--- src/tccs_pkg.sv ---
// Shared definitions for the text console engine: field widths, character
// codes, register indexes and the controller/datapath command and status types.
// No dependencies.
`default_nettype none

package tccs_pkg;

  // Default screen memory geometry.
  localparam int MAX_COLS_DEF = 128;
  localparam int MAX_ROWS_DEF = 32;

  // Request and response field widths.
  localparam int CMD_W      = 1;
  localparam int CHAR_W     = 8;
  localparam int RD_COL_W   = 7;
  localparam int RD_ROW_W   = 5;
  localparam int OUT_COL_W  = 7;
  localparam int OUT_ROW_W  = 5;

  // Command codes.
  localparam logic [CMD_W-1:0] CMD_PUT  = 1'b0;
  localparam logic [CMD_W-1:0] CMD_READ = 1'b1;

  // Character codes.
  localparam logic [CHAR_W-1:0] NEWLINE_CODE = 8'd10;
  localparam logic [CHAR_W-1:0] BLANK_CODE   = 8'h20;

  // Configuration port.
  localparam int CFG_IDX_W  = 1;
  localparam int CFG_DATA_W = 8;
  localparam int COLS_CFG_W = 8;
  localparam int ROWS_CFG_W = 6;
  localparam logic [CFG_IDX_W-1:0] CFG_COLUMNS = 1'b0;
  localparam logic [CFG_IDX_W-1:0] CFG_ROWS    = 1'b1;
  localparam logic [COLS_CFG_W-1:0] COLS_RESET = 8'd80;
  localparam logic [ROWS_CFG_W-1:0] ROWS_RESET = 6'd25;

  // Commands from the controller to the datapath.
  typedef struct packed {
    logic item_load;  // capture the accepted request
    logic clr_wr;     // write one blank cell of the start-up clearing pass
    logic rd_cap;     // capture the read data of a read request
    logic put_do;     // execute a put: write the cell, move the cursor
    logic cp_step;    // read one source cell of a scroll copy
    logic blk_step;   // blank one cell of the last row
    logic out_load;   // load the response register
  } tccs_cmd_t;

  // Status from the datapath to the controller.
  typedef struct packed {
    logic in_is_read;   // request at the input is a read
    logic clr_last;     // clearing pass is at its last cell
    logic need_scroll;  // the put in progress scrolls the screen
    logic single_row;   // only one row is in use
    logic cp_last;      // scroll copy is at its last source cell
    logic blk_last;     // blanking is at its last column
  } tccs_sts_t;

endpackage

`default_nettype wire

--- src/tccs_ctrl.sv ---
// Controller of the text console engine: sequences clearing, reads, puts,
// scrolls and the response handshake. Depends on tccs_pkg.
`default_nettype none

module tccs_ctrl (
  input  logic                 clk,
  input  logic                 rst_n,
  input  logic                 in_valid,
  output logic                 in_ready,
  output logic                 out_valid,
  input  logic                 out_ready,
  output tccs_pkg::tccs_cmd_t  cmd,
  input  tccs_pkg::tccs_sts_t  sts
);
  import tccs_pkg::*;

  typedef enum logic [8:0] {
    S_CLEAR = 9'b000000001,
    S_IDLE  = 9'b000000010,
    S_RD    = 9'b000000100,
    S_RDCAP = 9'b000001000,
    S_PUT   = 9'b000010000,
    S_SCPY  = 9'b000100000,
    S_SDRN  = 9'b001000000,
    S_SBLK  = 9'b010000000,
    S_FIN   = 9'b100000000
  } state_t;

  state_t state_r, state_nxt;
  logic   out_valid_r, out_valid_nxt;

  always_comb begin
    cmd       = '0;
    state_nxt = state_r;
    case (state_r)
      S_CLEAR: begin
        cmd.clr_wr = 1'b1;
        if (sts.clr_last) begin
          state_nxt = S_IDLE;
        end
      end
      S_IDLE: begin
        if (in_valid) begin
          cmd.item_load = 1'b1;
          state_nxt     = sts.in_is_read ? S_RD : S_PUT;
        end
      end
      S_RD: begin
        state_nxt = S_RDCAP;
      end
      S_RDCAP: begin
        cmd.rd_cap = 1'b1;
        state_nxt  = S_FIN;
      end
      S_PUT: begin
        cmd.put_do = 1'b1;
        if (sts.need_scroll) begin
          state_nxt = sts.single_row ? S_SBLK : S_SCPY;
        end else begin
          state_nxt = S_FIN;
        end
      end
      S_SCPY: begin
        cmd.cp_step = 1'b1;
        if (sts.cp_last) begin
          state_nxt = S_SDRN;
        end
      end
      S_SDRN: begin
        state_nxt = S_SBLK;
      end
      S_SBLK: begin
        cmd.blk_step = 1'b1;
        if (sts.blk_last) begin
          state_nxt = S_FIN;
        end
      end
      S_FIN: begin
        if (!out_valid_r || out_ready) begin
          cmd.out_load = 1'b1;
          state_nxt    = S_IDLE;
        end
      end
      default: begin
        state_nxt = S_CLEAR;
      end
    endcase
  end

  always_comb begin
    if (cmd.out_load) begin
      out_valid_nxt = 1'b1;
    end else if (out_ready) begin
      out_valid_nxt = 1'b0;
    end else begin
      out_valid_nxt = out_valid_r;
    end
  end

  always_ff @(posedge clk) begin
    if (!rst_n) begin
      state_r     <= S_CLEAR;
      out_valid_r <= 1'b0;
    end else begin
      state_r     <= state_nxt;
      out_valid_r <= out_valid_nxt;
    end
  end

  assign in_ready  = (state_r == S_IDLE);
  assign out_valid = out_valid_r;

`ifndef ASSERT_OFF
  // An accepted request is dispatched to either the read or the put path.
  a_dispatch: assert property (@(posedge clk) disable iff (!rst_n)
    (in_valid && in_ready) |=> (state_r == S_RD || state_r == S_PUT))
    else $error("accepted request not dispatched");

  // A finished response waits while the previous one is still held.
  a_fin_hold: assert property (@(posedge clk) disable iff (!rst_n)
    (state_r == S_FIN && out_valid_r && !out_ready) |=> (state_r == S_FIN))
    else $error("response overwritten while stalled");

  // The scroll copy only ever leaves through the drain state.
  a_copy_exit: assert property (@(posedge clk) disable iff (!rst_n)
    (state_r == S_SCPY) |=> (state_r == S_SCPY || state_r == S_SDRN))
    else $error("scroll copy left without draining");
`endif

endmodule

`default_nettype wire

--- config.mk ---
export PLATFORM = sky130hd
export DESIGN_NAME = tccs_ctrl
export DESIGN_NICKNAME = d
export VERILOG_FILES = /design/src/tccs_pkg.sv /design/src/tccs_ctrl.sv
export SDC_FILE = /design/constraint.sdc
export NUM_CORES = 1
export LEC_CHECK = 0
export ABC_AREA = 0
export BUFFER_PORTS_ARGS = -buffer_cell sky130_fd_sc_hd__buf_2
export CAP_MARGIN = 30
export CORE_MARGIN = 3
export CORE_UTILIZATION = 30
export DETAILED_ROUTE_END_ITERATION = 8
export GPL_TIMING_DRIVEN = 1
export SKIP_CTS_REPAIR_TIMING = 1
export SYNTH_ARGS = -nofsm -noshare
export SYNTH_HDL_FRONTEND = slang
export SYNTH_SLANG_ARGS = --single-unit
--- constraint.sdc ---
create_clock -name clk -period 1.6 [get_ports clk]
set_input_delay 0.32 -clock clk [delete_from_list [all_inputs] [get_ports clk]]
set_output_delay 0.32 -clock clk [all_outputs]
set_load 0.05 [all_outputs]
* Yosys cells after proc, flatten, opt, wreduce, memory -nomap -nowiden *
Cells that the tools add are included.

cells by class
  equality and inequality tests = 14
  multiplexer cells = 20
  reductions and logical operators = 4

operator list
  operator              count
  $pmux W9 S9           1
  $mux W9               6
  $mux W1               11
  $ne A2 B2 Y1 const B  5
  $eq A9 B1 Y1 const B  1
  $eq A9 B2 Y1 const B  1
  $eq A9 B3 Y1 const B  1
  $eq A9 B4 Y1 const B  1
  $eq A9 B5 Y1 const B  1
  $eq A9 B6 Y1 const B  1
  $eq A9 B7 Y1 const B  1
  $eq A9 B8 Y1 const B  1
  $eq A9 B9 Y1 const B  1
  $mux W8               1
  $mux W5               1
  $reduce_and A5 Y1     1
  $reduce_bool A2 Y1    1
  $logic_not A1 Y1      1
  $logic_or A1 B1 Y1    1

storage, ports and cells
  register bits after elaboration = 10
  bits of input ports = 10
  output and inout port bits = 9
  word-level logic and storage cells = 40

* Longest topological paths before layout *
Gate-level depths: netlist (run 1).

  word-level depth = 5
  mapped depth = 6

* Least setup slack after synthesis (run 1) *
OpenSTA, ideal clock, no wires.

  kind = reg2out
  start point = reg state_r[6]
  end point = out cmd[6] in the netlist's numbering
  arrival time = 2.094 ns
  data required time = 1.280 ns
  path slack = -0.814 ns
  cell stages (with the launch flop) = 6
  cells stage by stage = dfxtp_1 -> buf_2 -> nor4_4 -> nand2_1 -> nor2_1 -> and2_1

RTL lines
  item                      RTL line          text
  start: declaration        tccs_ctrl.sv:29   state_t state_r, state_nxt;
  start signal: assignment  tccs_ctrl.sv:105  state_r <= state_nxt;
  end: declaration          tccs_ctrl.sv:12   output tccs_pkg::tccs_cmd_t cmd,

==> results of run 1 <==
[state kept, by name, indices dropped and copies added (netlist names)]
signal     cells
out_valid      1
state_r        9
[logic make-up (layout without fill, tap and decap cells)]
logic type,count (synthesis),after routing,share of synthesized area [%]
AOI/OAI and AO/OA,20,20,21.31
xor gates and xnor gates,2,2,2.617
buffers and inverters,11,46,7.102
DFF,10,10,29.91
muxes,1,1,1.495
and+or+nand+nor,42,42,37.57
[path summary, 6_finish.rpt]
check                           depth (start not counted)  slack, ps       start    endpoint
worst max-delay path                                    5       -200  state_r[6]      cmd[6]
worst min-delay path                                    2        320      sts[1]  state_r[6]
worst max register to register                          6         50  state_r[6]  state_r[0]
worst min register to register                          3        610  state_r[0]  state_r[3]
[layer usage]
layer	vias up	track usage (%)	share of wire, %
li1	382	-	-
met1	331	19.43	45
met2	15	20.41	50
met3	4	3.380	3.4
met4	0	7.660	1.7
met5	-	0	0
[power breakdown]
part | switching, mW | internal [mW] | total, mW
combinational | 0.146 | 0.123 | 0.269
sequential | 0.0199 | 0.264 | 0.284
clock | 0.0891 | 0.138 | 0.227
total | 0.255 | 0.524 | 0.779
[Yosys cell counts, types with 2 or more instances]
cell type	count
xor2_1	2
buf_2	2
dfxtp_1	10
nor3_1	4
o21ai_0	5
and3_2	2
nand4_1	2
o211ai_1	2
nor2_1	10
inv_1	6
nand2_1	8
nor2b_1	4
a21boi_0	2
[worst reg2reg max path: stages (launching register included)]
cell	delay, ps
dfxtp_4	380
nor4_4	310
nand2_2	130
buf_4	150
buf_4	140
o31ai_4	240
o21bai_1	140
[through the flow]
stage	total power [mW]	cells	hold slack (ps)	area, um^2	setup TNS (ps)
after floorplan	0.4392	86	470.6	706.9	-132.5
after global placement	0.5059	141	600.9	908.4	-1.381
after detailed placement	0.5073	141	605.9	908.4	0
after CTS	0.7368	145	323.2	944.7	-1858
after global routing	0.8235	148	324.3	1074	-1899
final	0.7795	148	317.7	1074	-1061
[area by class of cell]
| class | count | area (um^2) |
|---|---|---|
| Multi-Input combinational cell | 65 | 493.0 |
| Clock buffer | 4 | 36.28 |
| Timing Repair Buffer | 36 | 272.8 |
| Tap cell | 27 | 33.78 |
| Inverter | 6 | 22.52 |
| Fill cell | 217 | 968.4 |
| Sequential cell | 10 | 215.2 |
==> flow_metrics.tcl, run 1 <==
set metrics [dict create \
    std_cell_rows 16 \
    worstMarginPinSlew_ps 362.7 \
    utilization_pct 52.57 \
    grt_max_degree 11 \
    start_util_pct 32.78 \
    syn_area_per_cell_um2 7.784 \
    timing.final.crit_period_ps 1800 \
    cts_buffer_depth 2 \
    finalHoldViolations 0 \
    fin_skew_ps 5.577 \
    max_slew_margin_pct 75.57 \
    synth-main-ff-cell "dfxtp_1" \
    drc 0 \
    antenna_found_initial 0 \
    final_common_cell "buf_4" \
    hp-class "in -> reg" \
    max_cap_violations 0 \
    setup_ws_ps -199.7 \
    status "complete, but fails checks" \
    setup_viol 8 \
    cts_sinks 10 \
    pre_cts_ws_ps 7.601 \
    root_buffer "clkbuf_4" \
    crit_family "simple AND/OR/NAND/NOR gates" \
    ys_warn_count 0 \
    arrival_ps 1480 \
    timing.fmax_mhz 555.7 \
    worstSetupEndpointType "output port" \
    netlist.area_leader.share_pct 29.91 \
    syn_to_final_growth_pct 60.37 \
    async_flop_share_pct 0 \
    synth_area_leaders "dfxtp_1 30%, nor2_1 5.6%, nand2_1 4.5%" \
    synth_edf_count 0 \
    start_kind "flop" \
    drtPass1Iterations 4 \
    grt_pass1_wl_um 2877 \
    grt_pass1_vias 646 \
    p_per_area_nw_per_um2 726.1 \
    ys_types 40 \
    drv_slew 0 \
    diodes 0 \
    viasPerCell 4.946 \
    ys_seq_area_share_pct 29.91 \
    drtIter0Drc 5 \
    io_pins 19 \
    cp_max_fo 7 \
    drtAntennaViolNets 0 \
    cts_buffers 3 \
    grt_usage_pct 14.29 \
    gp_congestion 0.8398 \
    required_ps 1280 \
    path_class "reg -> out" \
    port_buffers 18 \
    die_area_um2 2834 \
    synth_area_um2 669.4 \
    cts_tree "done" \
    syn_inst 86 \
    yosysTopAreaCell "dfxtp_1" \
    cp_cell_sequence "nor4_4, nand2_2, nor2_4, and2_4, buf_8" \
    num_vias 732 \
    dp_hpwl_um 1417 \
    fin_crit_sh_pct 112.5 \
    die_h_um 53.24 \
    avgRoutedWirePerCell_um 12.98 \
    h-tree-depth 1 \
    crit_slowest_cell "dfxtp_4" \
    critical-path-max-stage-delay_ps 380 \
    clk_pin_slew_ps 60 \
    synth_seq_cells 10 \
    final_cell_mix "18 x buf_4, 11 x buf_2" \
    rsz0062_at_grt "yes" \
    worst_ir_drop_vdd_mv 0.4762 \
    clk_latency_ps 270 \
    syn_nets 96 \
    drt_wl_total_um 1921 \
    critPathBufInv 1 \
    drive_gt1_share_pct 54.55 \
    final_nets 132 \
    failed_checks "setup timing" \
    grt.overflow.total 0 \
    power.leakage_nw 0.4859 \
    core_area_um2 2042 \
    fp.dieW_um 53.24 \
]
Note: power is estimated with default switching activity, not from simulation.
==> run 2: changes to the inputs <==
--- a/config.mk
+++ b/config.mk
@@ -12,6 +12,7 @@
 export CORE_UTILIZATION = 30
 export DETAILED_ROUTE_END_ITERATION = 8
 export GPL_TIMING_DRIVEN = 1
+export REMOVE_ABC_BUFFERS = 1
 export SKIP_CTS_REPAIR_TIMING = 1
 export SYNTH_ARGS = -nofsm -noshare
 export SYNTH_HDL_FRONTEND = slang
==> run 2 against run 1 <==
Compared with the run above: the run still ends with setup timing left; setup slack lost 44 ps; register-to-register slack gained 60 ps; clock-buffer cell count shrank 1; sequential share of layout area shrank 0.12 points; first-iteration DRC count grew 100%; sequential cell count is the same; critical endpoint is now cmd[0]; sequential power shrank 2%; via count grew 4.1%; global-route usage shrank 0.65 points.
==> flow_metrics.tcl, run 2 (synthesized netlist as in run 1, its figures left out) <==
set metrics [dict create \
    setup_viol 8 \
    cp_max_fo 3 \
    clk_pin_slew_ps 60 \
    grt_usage_pct 13.64 \
    root_buffer "clkbuf_4" \
    grt_max_degree 11 \
    max_cap_violations 0 \
    h-tree-depth 1 \
    reg2regPathDepth 6 \
    die_h_um 53.24 \
    drtIter0Drc 10 \
    drtAntennaViolNets 0 \
    reg2reg_to "state_r[8]" \
    dp_hpwl_um 1435 \
    clk_latency_ps 270 \
    pre_cts_ws_ps -86.72 \
    num_vias 762 \
    crit_slowest_cell "dfxtp_4" \
    worst_ir_drop_vdd_mv 0.4626 \
    status "complete, but fails checks" \
    std_cell_rows 16 \
    critical-path-max-stage-delay_ps 360 \
    cp_cell_sequence "nor3_4, nand3b_1, or2_4, nor2_2, buf_6" \
    grt_pass1_wl_um 2849 \
    drc 0 \
    fin_skew_ps 7.159 \
    p_per_area_nw_per_um2 658.0 \
    gp_congestion 0.8324 \
    final_cell_count_no_fill 151 \
    setup_ws_ps -243.5 \
    core_area_um2 2042 \
    largest_register_ffs 9 \
    seq_area_um2 212.7 \
    timing.rr.start "state_r[7]" \
    die_area_um2 2834 \
    cp-startpoint "state_r[2]" \
    worstMarginPinSlew_ps 326.2 \
    final_cell_mix "22 x buf_4, 11 x buf_2, 7 x nand2_1" \
    avgRoutedWirePerCell_um 13.10 \
    drive_gt1_share_pct 52.42 \
    cts_buffer_depth 2 \
    critPathBufInv 1 \
    endpoint "cmd[0]" \
    cts_tree "done" \
    io_pins 19 \
    power.leakage_nw 0.4928 \
    grt_pass1_vias 678 \
    syn_to_final_growth_pct 59.44 \
    fill_cells 200 \
    fp.dieW_um 53.24 \
    path_class "reg -> out" \
    start_kind "flop" \
    hp-class "in -> reg" \
    viasPerCell 5.046 \
    finalHoldViolations 0 \
    multi_input_area_um2 473.0 \
    timing.fmax_mhz 542.5 \
    diodes 0 \
    reg2reg_slack_ps 110 \
    worstSetupPathDepth 5 \
    worstSetupEndpointType "output port" \
    fin_total_pwr_uw 702.3 \
    arrival_ps 1520 \
    port_buffers 18 \
    timing.final.crit_period_ps 1843 \
    largest-register "state_r" \
    drt_wl_total_um 1978 \
    fin_crit_sh_pct 115.2 \
    max_slew_margin_pct 78.07 \
    failed_checks "setup timing" \
    utilization_pct 52.27 \
    start_util_pct 32.78 \
    drv_slew 0 \
    required_ps 1280 \
    dpl.cell_count 141 \
    grt.overflow.total 0 \
    cts_buffers 3 \
    final_nets 136 \
    drtPass1Iterations 4 \
    final_common_cell "buf_4" \
    crit_family "simple AND/OR/NAND/NOR gates" \
    cts_sinks 10 \
    antenna_found_initial 0 \
    rsz0062_at_grt "yes" \
]
[run 2: changes by cell type in the layout (fill, tap and decap cells not counted), sizes merged]
cell and delta:
buf +4, clkbuf -1
[run 2: how the worst min path moves through the flow]
| stage | startpoint | depth (start not counted) | end | slack (ps) |
|---|---|---|---|---|
| after floorplan | rst_n | 1 | state_r[5] | 450 |
| after global placement | sts[5] | 2 | state_r[2] | 590 |
| after detailed placement | sts[5] | 2 | state_r[2] | 580 |
| after CTS | sts[5] | 2 | state_r[2] | 310 |
| after global routing | sts[5] | 2 | state_r[2] | 330 |
| final | sts[5] | 2 | state_r[2] | 310 |
[run 2: worst reg2reg max path: stages (launching register included)]
cell and delay, ps:
dfxtp_4 360, buf_4 140, nor4_2 310, and3_2 250, buf_4 120, a2bb2oi_1 70
o22ai_1 170
[run 2: power breakdown]
group,leakage [nW],internal [mW],switching (mW),total (mW)
registers,0.0845,0.260,0.0199,0.279
logic,0.394,0.114,0.140,0.254
clock network,0.0138,0.0867,0.0823,0.169
total,0.493,0.460,0.242,0.702
[run 2: layout make-up]
| cell class | instances | share of cell area (%) |
|---|---|---|
| clock buffers | 3 | 2.110 |
| inverters | 6 | 2.110 |
| multi-input cells | 65 | 44.31 |
| flip-flops and latches | 10 | 19.93 |
| well taps | 27 | 3.165 |
| repair buffers | 40 | 28.37 |
[run 2: stage by stage]
| step | hold slack [ps] | cell area (um^2) | TNS (ps) |
|---|---|---|---|
| final | 315.0 | 1067 | -1479 |
| after global routing | 332.5 | 1067 | -2097 |
| after CTS | 311.0 | 903.4 | -2322 |
| after detailed placement | 584.0 | 880.8 | -177.9 |
| after global placement | 585.2 | 880.8 | -69.83 |
| after floorplan | 448.2 | 644.4 | -2259 |
[run 2: per-layer routing]
metal,vias up,part of all wire (%),GRT usage (%)
li1,391,-,-
met1,353,43,17.20
met2,14,52,22.65
met3,4,3.2,1.690
met4,0,2.0,6.383
met5,-,0,0
==> run 3: changes to the inputs <==
==> constraint.sdc (replaced) <==
create_clock -name clk -period 1.6 [get_ports clk]
set_input_delay 0.08 -clock clk [delete_from_list [all_inputs] [get_ports clk]]
set_output_delay 0.08 -clock clk [all_outputs]
set_load 0.05 [all_outputs]
==> run 3 against run 2 <==
Compared with the run above: the run still ends with setup timing left; global-route usage is 0.058 points lower; via count shrank 7.1%; sequential share of layout area is 1.5 points higher; register-to-register slack gained 30 ps; total power up 5.1%; critical endpoint is now cmd[6].
==> flow_metrics.tcl, run 3 (synthesized netlist as in run 1, its figures left out) <==
set metrics [dict create \
    final_cell_mix "11 x buf_2, 9 x buf_4, 7 x nor2_1" \
    diodes 0 \
    final_cell_count_no_fill 138 \
    cts_buffers 3 \
    final_common_cell "buf_2" \
    power.leakage_nw 0.4285 \
    dpl_cell_area_um2 783.3 \
    dp_hpwl_um 1334 \
    worst_ir_drop_vdd_mv 0.6117 \
    drc 0 \
    cts_sinks 10 \
    p_per_area_nw_per_um2 747.4 \
    std_cell_rows 16 \
    utilization_pct 48.35 \
    drtAntennaViolNets 0 \
    drv_slew 0 \
    cts_tree "done" \
    setup_viol 2 \
    clk_pin_slew_ps 60 \
    root_buffer "clkbuf_4" \
    failed_checks "setup timing" \
    dpl.cell_count 128 \
    cp_max_fo 5 \
    port_buffers 18 \
    num_vias 708 \
    postLayoutCellArea_um2 987.2 \
    die_area_um2 2834 \
    grt_max_degree 11 \
    io_pins 19 \
    h-tree-depth 1 \
    fin_skew_ps 8.165 \
    status "complete, but fails checks" \
    max_cap_violations 0 \
    worstMarginPinSlew_ps 427.1 \
    worstSetupEndpointType "output port" \
    grt_usage_pct 13.59 \
    hp-class "in -> reg" \
    grt.overflow.total 0 \
    drt_wl_total_um 1820 \
    clk_latency_ps 270 \
    pre_cts_ws_ps 49.32 \
    die_h_um 53.24 \
    seq_area_um2 211.5 \
    fill_cells 204 \
    arrival_ps 1540 \
    timing.fmax_mhz 618.2 \
    largest-register "state_r" \
    avgRoutedWirePerCell_um 13.19 \
    grt_pass1_wl_um 2808 \
    viasPerCell 5.130 \
    drtPass1Iterations 4 \
    fp.dieW_um 53.24 \
    multi_input_area_um2 481.7 \
    antenna_found_initial 0 \
    start_kind "flop" \
    drive_gt1_share_pct 45.05 \
    path_class "reg -> out" \
    final_nets 122 \
    setup_ws_ps -17.63 \
    finalHoldViolations 0 \
    syn_to_final_growth_pct 47.48 \
    start_util_pct 32.78 \
    max_slew_margin_pct 71.49 \
    drtIter0Drc 12 \
    gp_congestion 0.7536 \
    fin_crit_sh_pct 101.1 \
    required_ps 1520 \
    core_area_um2 2042 \
    setup_tns_ps -18.99 \
    timing.final.crit_period_ps 1618 \
    cts_buffer_depth 2 \
    grt_pass1_vias 681 \
    hold_ws_ps 83.57 \
    rsz0062_at_grt "yes" \
    fin_total_pwr_uw 737.8 \
    largest_register_ffs 9 \
]
run 3: cell types whose count changed in the layout (fill, tap and decap cells not counted), sizes merged:
cell / before / now
buf: 40 / 26
clkbuf: 3 / 4
run 3: power breakdown:
group          internal (mW)  total (mW)  switching [mW]  leakage [nW]
combinational         0.0961       0.222           0.126         0.324
clock                  0.138       0.230          0.0915        0.0210
sequential             0.263       0.286          0.0229        0.0833
total                  0.498       0.738           0.240         0.428
run 3: final cells by class:
class                   instances  share of cell area [%]
well taps                      27                   3.422
inverters                       6                   2.281
flip-flops and latches         10                   21.42
multi-input cells              65                   48.80
repair buffers                 26                   20.41
clock buffers                   4                   3.676
run 3: worst max-delay path, cell delays in order, from the launching register on:
cell	delay (ps)
dfxtp_4	370
nor4_4	340
nand2_2	160
nor2_4	120
and2_4	150
buf_8	130
run 3: path summary, 6_finish.rpt:
path | start | end | slack, ps | cells past startpoint
max | state_r[7] | cmd[6] | -20 | 5
min reg2reg | state_r[2] | state_r[3] | 570 | 2
min | sts[2] | state_r[7] | 80 | 3
max reg2reg | state_r[1] | state_r[7] | 140 | 5
run 3: routing by layer:
metal / vias to the layer above / global-route usage [%] / wire [um]
met5: - / 0 / 0
met3: 6 / 2.535 / 73
li1: 355 / - / -
met2: 15 / 24.69 / 922
met4: 0 / 5.957 / 41
met1: 332 / 15.01 / 782
